===== src/hw/rtl/pirs_pkg.sv =====
// Package for the positional insert/remove stack: transaction payload types,
// function and status codes, and the controller-to-datapath command structs.
// No dependencies; every other RTL file of the block imports it.
package pirs_pkg;

	// Fixed field widths.
	localparam int FUNC_W = 3;
	localparam int WORD_W = 32;
	localparam int POS_W  = 4;
	localparam int STAT_W = 2;
	localparam int CAP_W  = 5;

	// Capacity reset value.
	localparam logic [CAP_W-1:0] CAP_RESET = 5'd16;

	// Largest number of entries the capacity register can ever allow.
	localparam int CAP_MAX = (1 << CAP_W) - 1;

	// Function codes.
	localparam logic [FUNC_W-1:0] FUNC_PUSH   = 3'd0;
	localparam logic [FUNC_W-1:0] FUNC_INSERT = 3'd1;
	localparam logic [FUNC_W-1:0] FUNC_POP    = 3'd2;
	localparam logic [FUNC_W-1:0] FUNC_REMOVE = 3'd3;
	localparam logic [FUNC_W-1:0] FUNC_PEEK   = 3'd4;

	// Status codes.
	localparam logic [STAT_W-1:0] ST_OK        = 2'd0;
	localparam logic [STAT_W-1:0] ST_OVERFLOW  = 2'd1;
	localparam logic [STAT_W-1:0] ST_UNDERFLOW = 2'd2;
	localparam logic [STAT_W-1:0] ST_BADPOS    = 2'd3;

	// Request transaction.
	typedef struct packed {
		logic [FUNC_W-1:0]        func;
		logic signed [WORD_W-1:0] value;
		logic [POS_W-1:0]         position;
	} req_t;

	// Result transaction.
	typedef struct packed {
		logic signed [WORD_W-1:0] data;
		logic [STAT_W-1:0]        status;
		logic [CAP_W-1:0]         occupancy;
		logic                     is_empty;
		logic                     is_full;
	} res_t;

	// Command from the controller to the datapath for one execute cycle.
	typedef struct packed {
		logic                     load;
		logic                     ins;
		logic                     rem;
		logic                     rd;
		logic [CAP_W-1:0]         idx;
		logic signed [WORD_W-1:0] value;
		logic [STAT_W-1:0]        status;
	} cmd_t;

	// Stack status from the datapath to the controller.
	typedef struct packed {
		logic [CAP_W-1:0] count;
		logic             full;
		logic             empty;
	} stat_t;

	// Number of storage cells actually reachable for a given depth.
	function automatic int cell_count(input int depth);
		int n;
		n = (depth < CAP_MAX) ? depth : CAP_MAX;
		return n;
	endfunction

endpackage


===== src/hw/rtl/pirs_ctrl.sv =====
// Controller for the positional insert/remove stack: accepts a request,
// decodes it against the stack status and issues one datapath command.
// Depends on pirs_pkg.
module pirs_ctrl (
	input  logic            clk,
	input  logic            arst_n,
	input  logic            start,
	input  pirs_pkg::req_t  req,
	input  pirs_pkg::stat_t stat,
	output logic            busy,
	output logic            done,
	output pirs_pkg::cmd_t  cmd
);
	import pirs_pkg::*;

	typedef enum logic {
		S_IDLE,
		S_EXEC
	} state_t;

	state_t           state_q;
	req_t             req_q;
	logic             done_q;
	logic [CAP_W-1:0] pos_ext;
	logic [CAP_W-1:0] top_idx;
	logic             exec;

	// State, captured request and result strobe.
	always_ff @(posedge clk or negedge arst_n) begin
		if (!arst_n) begin
			state_q <= S_IDLE;
			done_q  <= 1'b0;
		end else begin
			done_q <= (state_q == S_EXEC);
			case (state_q)
				S_IDLE: begin
					if (start) begin
						state_q <= S_EXEC;
					end
				end
				S_EXEC: begin
					state_q <= S_IDLE;
				end
				default: begin
					state_q <= S_IDLE;
				end
			endcase
		end
	end

	// Request payload needs no reset.
	always_ff @(posedge clk) begin
		if (state_q == S_IDLE && start) begin
			req_q <= req;
		end
	end

	assign busy    = (state_q == S_EXEC);
	assign done    = done_q;
	assign exec    = (state_q == S_EXEC);
	assign pos_ext = CAP_W'(req_q.position);
	assign top_idx = stat.count - CAP_W'(1);

	// Decode the operation against the current count and capacity.
	always_comb begin
		cmd        = '0;
		cmd.load   = exec;
		cmd.value  = req_q.value;
		cmd.status = ST_OK;
		case (req_q.func)
			FUNC_PUSH: begin
				if (stat.full) begin
					cmd.status = ST_OVERFLOW;
				end else begin
					cmd.ins = exec;
					cmd.idx = stat.count;
				end
			end
			FUNC_INSERT: begin
				if (stat.full) begin
					cmd.status = ST_OVERFLOW;
				end else if (pos_ext > stat.count) begin
					cmd.status = ST_BADPOS;
				end else begin
					cmd.ins = exec;
					cmd.idx = pos_ext;
				end
			end
			FUNC_POP: begin
				if (stat.empty) begin
					cmd.status = ST_UNDERFLOW;
				end else begin
					cmd.rem = exec;
					cmd.rd  = exec;
					cmd.idx = top_idx;
				end
			end
			FUNC_REMOVE: begin
				if (stat.empty) begin
					cmd.status = ST_UNDERFLOW;
				end else if (pos_ext >= stat.count) begin
					cmd.status = ST_BADPOS;
				end else begin
					cmd.rem = exec;
					cmd.rd  = exec;
					cmd.idx = pos_ext;
				end
			end
			FUNC_PEEK: begin
				if (stat.empty) begin
					cmd.status = ST_UNDERFLOW;
				end else begin
					cmd.rd  = exec;
					cmd.idx = top_idx;
				end
			end
			default: begin
				cmd.status = ST_OK;
			end
		endcase
	end

`ifndef SYNTHESIS
	// An accepted request is executed in the very next cycle.
	a_accept_exec: assert property (@(posedge clk) disable iff (!arst_n)
		(state_q == S_IDLE && start) |=> (state_q == S_EXEC))
		else $error("request accepted but not executed");

	// Every execute cycle produces exactly one result strobe.
	a_exec_done: assert property (@(posedge clk) disable iff (!arst_n)
		exec |=> done_q)
		else $error("execute cycle without result strobe");

	// A result is only ever shown while the controller is idle again.
	a_done_idle: assert property (@(posedge clk) disable iff (!arst_n)
		done_q |-> (state_q == S_IDLE))
		else $error("result strobe while busy");

	// An erroneous operation never changes the stack.
	a_err_noop: assert property (@(posedge clk) disable iff (!arst_n)
		(cmd.status != ST_OK) |-> (!cmd.ins && !cmd.rem && !cmd.rd))
		else $error("stack changed on an error");
`endif

endmodule


===== src/hw/rtl/pirs_dpath.sv =====
// Datapath for the positional insert/remove stack: storage cells with
// per-cell shift selects, entry count, capacity register and result register.
// Depends on pirs_pkg.
module pirs_dpath #(
	parameter int DEPTH = 16
) (
	input  logic                        clk,
	input  logic                        arst_n,
	input  logic                        cfg_we,
	input  logic [pirs_pkg::CAP_W-1:0]  cfg_wdata,
	input  pirs_pkg::cmd_t              cmd,
	output pirs_pkg::stat_t             stat,
	output pirs_pkg::res_t              res
);
	import pirs_pkg::*;

	localparam int CELLS = cell_count(DEPTH);
	localparam int IW    = $clog2(CELLS);
	localparam int CNTW  = $clog2(CELLS + 1);

	logic signed [WORD_W-1:0] cells_q [CELLS];
	logic [CNTW-1:0]          cnt_q;
	logic [CNTW-1:0]          cnt_next;
	logic [CAP_W-1:0]         cap_q;
	logic [CAP_W-1:0]         eff_cap;
	logic [IW-1:0]            ix;
	logic signed [WORD_W-1:0] rd_word;
	res_t                     res_q;

	assign ix      = cmd.idx[IW-1:0];
	assign rd_word = cells_q[ix];

	// Capacity is clamped to the range one to the number of cells.
	always_comb begin
		if (cap_q == '0) begin
			eff_cap = CAP_W'(1);
		end else if (cap_q > CAP_W'(CELLS)) begin
			eff_cap = CAP_W'(CELLS);
		end else begin
			eff_cap = cap_q;
		end
	end

	// Count after this cycle's command.
	always_comb begin
		if (cmd.ins) begin
			cnt_next = cnt_q + CNTW'(1);
		end else if (cmd.rem) begin
			cnt_next = cnt_q - CNTW'(1);
		end else begin
			cnt_next = cnt_q;
		end
	end

	assign stat.count = CAP_W'(cnt_q);
	assign stat.full  = (CAP_W'(cnt_q) >= eff_cap);
	assign stat.empty = (cnt_q == '0);

	// Count and capacity registers.
	always_ff @(posedge clk or negedge arst_n) begin
		if (!arst_n) begin
			cnt_q <= '0;
			cap_q <= CAP_RESET;
		end else begin
			cnt_q <= cnt_next;
			if (cfg_we) begin
				cap_q <= cfg_wdata;
			end
		end
	end

	// Each cell loads the new word, its lower or upper neighbour, or holds.
	for (genvar i = 0; i < CELLS; i++) begin : g_cell
		always_ff @(posedge clk) begin
			if (cmd.ins && (IW'(i) == ix)) begin
				cells_q[i] <= cmd.value;
			end else if (cmd.ins && (IW'(i) > ix)) begin
				if (i > 0) begin
					cells_q[i] <= cells_q[(i > 0) ? i - 1 : 0];
				end
			end else if (cmd.rem && (IW'(i) >= ix)) begin
				if (i < CELLS - 1) begin
					cells_q[i] <= cells_q[(i < CELLS - 1) ? i + 1 : i];
				end
			end
		end
	end

	// Result register, loaded in the execute cycle.
	always_ff @(posedge clk) begin
		if (cmd.load) begin
			res_q.data      <= cmd.rd ? rd_word : '0;
			res_q.status    <= cmd.status;
			res_q.occupancy <= CAP_W'(cnt_next);
			res_q.is_empty  <= (cnt_next == '0);
			res_q.is_full   <= (CAP_W'(cnt_next) >= eff_cap);
		end
	end

	assign res = res_q;

`ifndef SYNTHESIS
	// The count never runs past the number of cells.
	a_cnt_range: assert property (@(posedge clk) disable iff (!arst_n)
		(CAP_W'(cnt_q) <= CAP_W'(CELLS)))
		else $error("entry count beyond storage");

	// Insert and remove never happen together, nor insert when full.
	a_ins_ok: assert property (@(posedge clk) disable iff (!arst_n)
		cmd.ins |-> (!cmd.rem && !stat.full))
		else $error("insert while full or together with remove");

	// The reported occupancy is the count the stack now holds.
	a_res_count: assert property (@(posedge clk) disable iff (!arst_n)
		cmd.load |=> (res_q.occupancy == CAP_W'(cnt_q)))
		else $error("result occupancy differs from count");
`endif

endmodule


===== src/hw/rtl/positional_insert_remove_stack_core.sv =====
// Top level of the positional insert/remove stack.
// Joins pirs_ctrl and pirs_dpath; depends on pirs_pkg.
//
// A transaction is accepted when start is high and busy is low. The request
// is executed in the following cycle, during which busy is high, and the
// result appears on res with done high for exactly one cycle after that.
// A new transaction can be accepted only once the controller's single
// execute state has passed (the result of one transaction is shown in the
// same cycle as the next one is accepted). The receiver cannot stall; res
// keeps a result until the next request executes; done marks it only once.
// Insert and remove shift all affected entries together. Capacity is
// clamped to one up to the number of storage cells (at most 31 are ever
// reachable), and a capacity lowered below the count drops nothing. No
// clearing pass is needed after reset; entries that were never written are
// never read. Write the capacity only while no transaction is in flight.
module positional_insert_remove_stack_core #(
	parameter int DEPTH = 16
) (
	input  logic                        clk,
	input  logic                        arst_n,
	input  logic                        start,
	output logic                        busy,
	input  pirs_pkg::req_t              req,
	output logic                        done,
	output pirs_pkg::res_t              res,
	input  logic                        cfg_we,
	input  logic [pirs_pkg::CAP_W-1:0]  cfg_wdata
);
	import pirs_pkg::*;

	cmd_t  cmd;
	stat_t stat;

	// Controller: request capture, decode and result strobe.
	pirs_ctrl u_ctrl (
		.clk    (clk),
		.arst_n (arst_n),
		.start  (start),
		.req    (req),
		.stat   (stat),
		.busy   (busy),
		.done   (done),
		.cmd    (cmd)
	);

	// Datapath: storage, count, capacity and result register.
	pirs_dpath #(
		.DEPTH (DEPTH)
	) u_dpath (
		.clk       (clk),
		.arst_n    (arst_n),
		.cfg_we    (cfg_we),
		.cfg_wdata (cfg_wdata),
		.cmd       (cmd),
		.stat      (stat),
		.res       (res)
	);

endmodule

===== config.mk =====
export PLATFORM = sky130hd
export DESIGN_NAME = positional_insert_remove_stack_core
export DESIGN_NICKNAME = d
export VERILOG_FILES = /design/src/hw/rtl/pirs_pkg.sv /design/src/hw/rtl/pirs_ctrl.sv /design/src/hw/rtl/pirs_dpath.sv /design/src/hw/rtl/positional_insert_remove_stack_core.sv
export SDC_FILE = /design/constraint.sdc
export NUM_CORES = 2
export LEC_CHECK = 0
export ABC_AREA = 1
export BUFFER_PORTS_ARGS = -buffer_cell sky130_fd_sc_hd__buf_2
export CAP_MARGIN = 20
export CELL_PAD_IN_SITES_DETAIL_PLACEMENT = 0
export CELL_PAD_IN_SITES_GLOBAL_PLACEMENT = 2
export CORE_MARGIN = 1
export CORE_UTILIZATION = 38
export DETAILED_ROUTE_END_ITERATION = 10
export PLACE_DENSITY = 0.91
export RECOVER_POWER = 100
export SLEW_MARGIN = 10
export SYNTH_ARGS = -nofsm -noshare
export SYNTH_HDL_FRONTEND = slang
export SYNTH_HIERARCHICAL = 1
export SYNTH_SLANG_ARGS = --single-unit

===== constraint.sdc =====
create_clock -name clk -period 7.07 [get_ports clk]
set_input_delay 0.707 -clock clk [delete_from_list [all_inputs] [get_ports clk]]
set_output_delay 0.707 -clock clk [all_outputs]
set_load 0.02 [all_outputs]

==> impl_summary.md <==
Status
The checks that failed: max-capacitance violations, max-slew violations. The run finished, with violations left.

Setup path
The worst setup slack for register-to-register paths is 1000 ps. The critical path goes through buf_4 > nand2_1 > nor2_1 > nand2_1 > nor2_1 > nand2_1 > nand2_1 > clkbuf_2. The family with the most delay on the worst path is simple AND/OR/NAND/NOR gates. The delay of the slowest critical-path stage is 1020 ps. The slowest stage of the critical path belongs to the cell dfrtp_1. The most repeated library cell on the critical path is nand2_1. The worst reg-to-reg path cell count is 8. The critical path contains buffers and inverters numbering 2 combined. Following the worst setup path forward leads to its endpoint at u_dpath/cells_q[2][12]. STA classifies the critical path endpoint as a flop.

The start point of the critical path is u_ctrl/busy. Along the worst path, the maximum fanout reaches 30. The worst setup path is launched from a flop. The end of the worst register-to-register path is u_dpath/cells_q[2][12].

In this run the number of cells on the critical path is 8. By startpoint and endpoint, the worst setup path is classified as flop to flop. STA puts the critical path data arrival time at 6320 ps. The reg-to-reg startpoint is u_ctrl/busy. STA puts the critical path data required time at 7320 ps.

Layout
The library cells used most frequently in the layout, excluding fill and tap cells, are nand2_1 (1813), edfxtp_1 (592), o21ai_0 (495). 0 antenna diodes ended up in the layout. The most common library cell in the layout ignoring fill and taps is nand2_1.

The final net count is 4643. The share of post-route cells with drive strength above 1 is 5.82%. The multi-input combinational cells in the finished layout cover a total of 14500 um2. The area growth from synthesis to layout is 8.36%. The register cell area after layout is 18100 um2.

The fill cell total of the finished layout is 9787.

Die
The die covers 96800 um2. Pin placement for this block handled 91 I/O pins. The region available for standard cell placement spans 94900 um2.

The floorplan step set the die height to 311 um. The initial standard-cell utilization of the core is 38.3%. From left edge to right edge, the die measures 311 um. The floorplan row count is 113.

STA
Setup slack closes at 1000 ps. The number of failing setup endpoints in the final timing report is 0. Counting I/O delays and the setup requirement, the final critical path takes 6070 ps. The timing-limited maximum frequency is 165 MHz.

At the pin with the least slew margin, the transition time is 3280 ps. Adding up every negative setup slack in the final design gives 0 ps. The worst relative slew slack is -119%. The final-report max-slew violation count is 712. Setup repair after global routing left no endpoint under its margin. The worst clock skew is 21.7 ps. Dividing the final minimum period by the clock period gives 85.8%.

The final hold violation count is 0.

Detailed routing
Once detail routing completed, the nets flagged for antenna violations numbered 0. Dividing the detail-routed via count by the number of cells gives 5.54. The final route contains 32.7k vias. The first-iteration detailed-routing DRC count is 3571. The wire length per cell after detailed routing is 23.0 um.

Wires add up to 136 mm. The number of detailed-route iterations in the first pass is 6. After detailed routing, the number of remaining DRC violations is 0.

Logic synthesis
The cell count after synthesis is 4700. The synthesized area divided by synthesized cell count is 7.72 um2. The area of the mapped netlist is 36300 um2. The number of warnings reported in the yosys synthesis log is 6. The total nets after synthesis is 4766.

Run
The tool flagged a number of max-cap violations equal to 19.

Worst hold path
The type of the worst min-delay path is input pin to flop. In this run the most critical hold path is launched from req[34].

Global routing
The initial antenna violation count is 0. The overall global routing resource usage is 27.6%. The via count of the first global-routing pass is 31.2k. Entering global routing, the biggest net connects 108 pins.

The total grt overflow is 0. The wire length of the first global-routing pass is 202 mm.

Clock tree
The worst-case clock buffer depth is 3. The latest clock arrival within the worst-skew pair is 650 ps. The total clock sinks is 604.

Buffers added to address setup during post-CTS repair amount to 0. After clock tree synthesis, the clock-pin slew on the worst setup and hold paths is 60 ps. The clock root buffer is clkbuf_16. The TritonCTS clock tree is yes. The number of CTS-inserted buffers is 75. The H-tree depth is 3.

Power and ir drop
For this design the static power due to leakage is 17.5 nW. The power per cell area is 366 nW/um2. Across the VDD grid, the largest voltage drop is 353 uV.

Placed design
The count of buffers from port buffering is 90. The final RePlAce weighted congestion is 0.852. The HPWL after detailed placement is 83.1 mm.

At the placement stage, the worst setup path has a slack of 1880 ps.
==> worst reg2reg max path, cell delays in order, from the launching register on <==
cell and delay (ps):
dfrtp_1 1020, buf_4 620, nand2_1 110, nor2_1 890, nand2_1 520, nor2_1 330, nand2_1 420, nand2_1 780
clkbuf_2 930
==> area by class of cell <==
type / instances / share of cell area [%]
clock inverter: 33 / 0.642
clock buffer: 105 / 5.32
tap: 1265 / 4.02
timing repair buffer: 181 / 2.65
sequential: 604 / 46.0
inverter: 470 / 4.53
multi-input combinational: 3245 / 36.9
==> timing repair <==
| item | CTS | global route |
|---|---|---|
| endpoints found under the hold margin | 11 | 0 |
| hold buffers | 1 | 0 |
| resized for setup | 0 | 0 |
| setup endpoints to repair | 0 | 0 |
==> metal layers <==
layer  wire [um]  GRT usage [%]  share of wire [%]  vias up
met2       63100           45.4                 46     1627
met3       11400           3.41                8.4      290
met4        5000           9.58                3.7        0
met5           0              0                  0        -
li1            -              -                  -    15200
met1       56400           37.5                 42    15600
==> where the power goes <==
part,leakage [nW],internal [mW],switching [mW]
logic,10.8,1.47,4.20
registers,5.58,4.62,0.311
clock network,1.15,2.21,1.61
==> state kept, by name (all words and copies together), names as in the netlist <==
name and count:
u_ctrl/pos_ext 4, u_dpath/cnt_q 5, u_ctrl/cmd 32, u_dpath/cap_q 5, u_ctrl/busy 1, u_ctrl/done 1
u_dpath/cells_q 512, u_dpath/res 41, u_ctrl/req_q 3
==> stage by stage <==
stage	area, um2	utilization (%)	cells	hold WS, ps	power [mW]
floorplan	36300	-	4700	411	8.69
global placement	37300	39.3	5764	532	10.5
detailed placement	37300	39.3	5764	533	10.6
CTS	39600	41.8	5903	202	14.4
global route	39300	41.5	5903	214	15.2
finish	39300	41.5	5903	235	14.4
==> worst min path at each step <==
stage,end,cells past startpoint
floorplan,u_ctrl/busy,0
global placement,u_dpath/cap_q[1],1
detailed placement,u_dpath/cap_q[1],1
CTS,u_ctrl/cmd[27],1
global route,u_ctrl/cmd[30],1
finish,u_ctrl/cmd[32],1
Power figures use the tool's default switching activity.
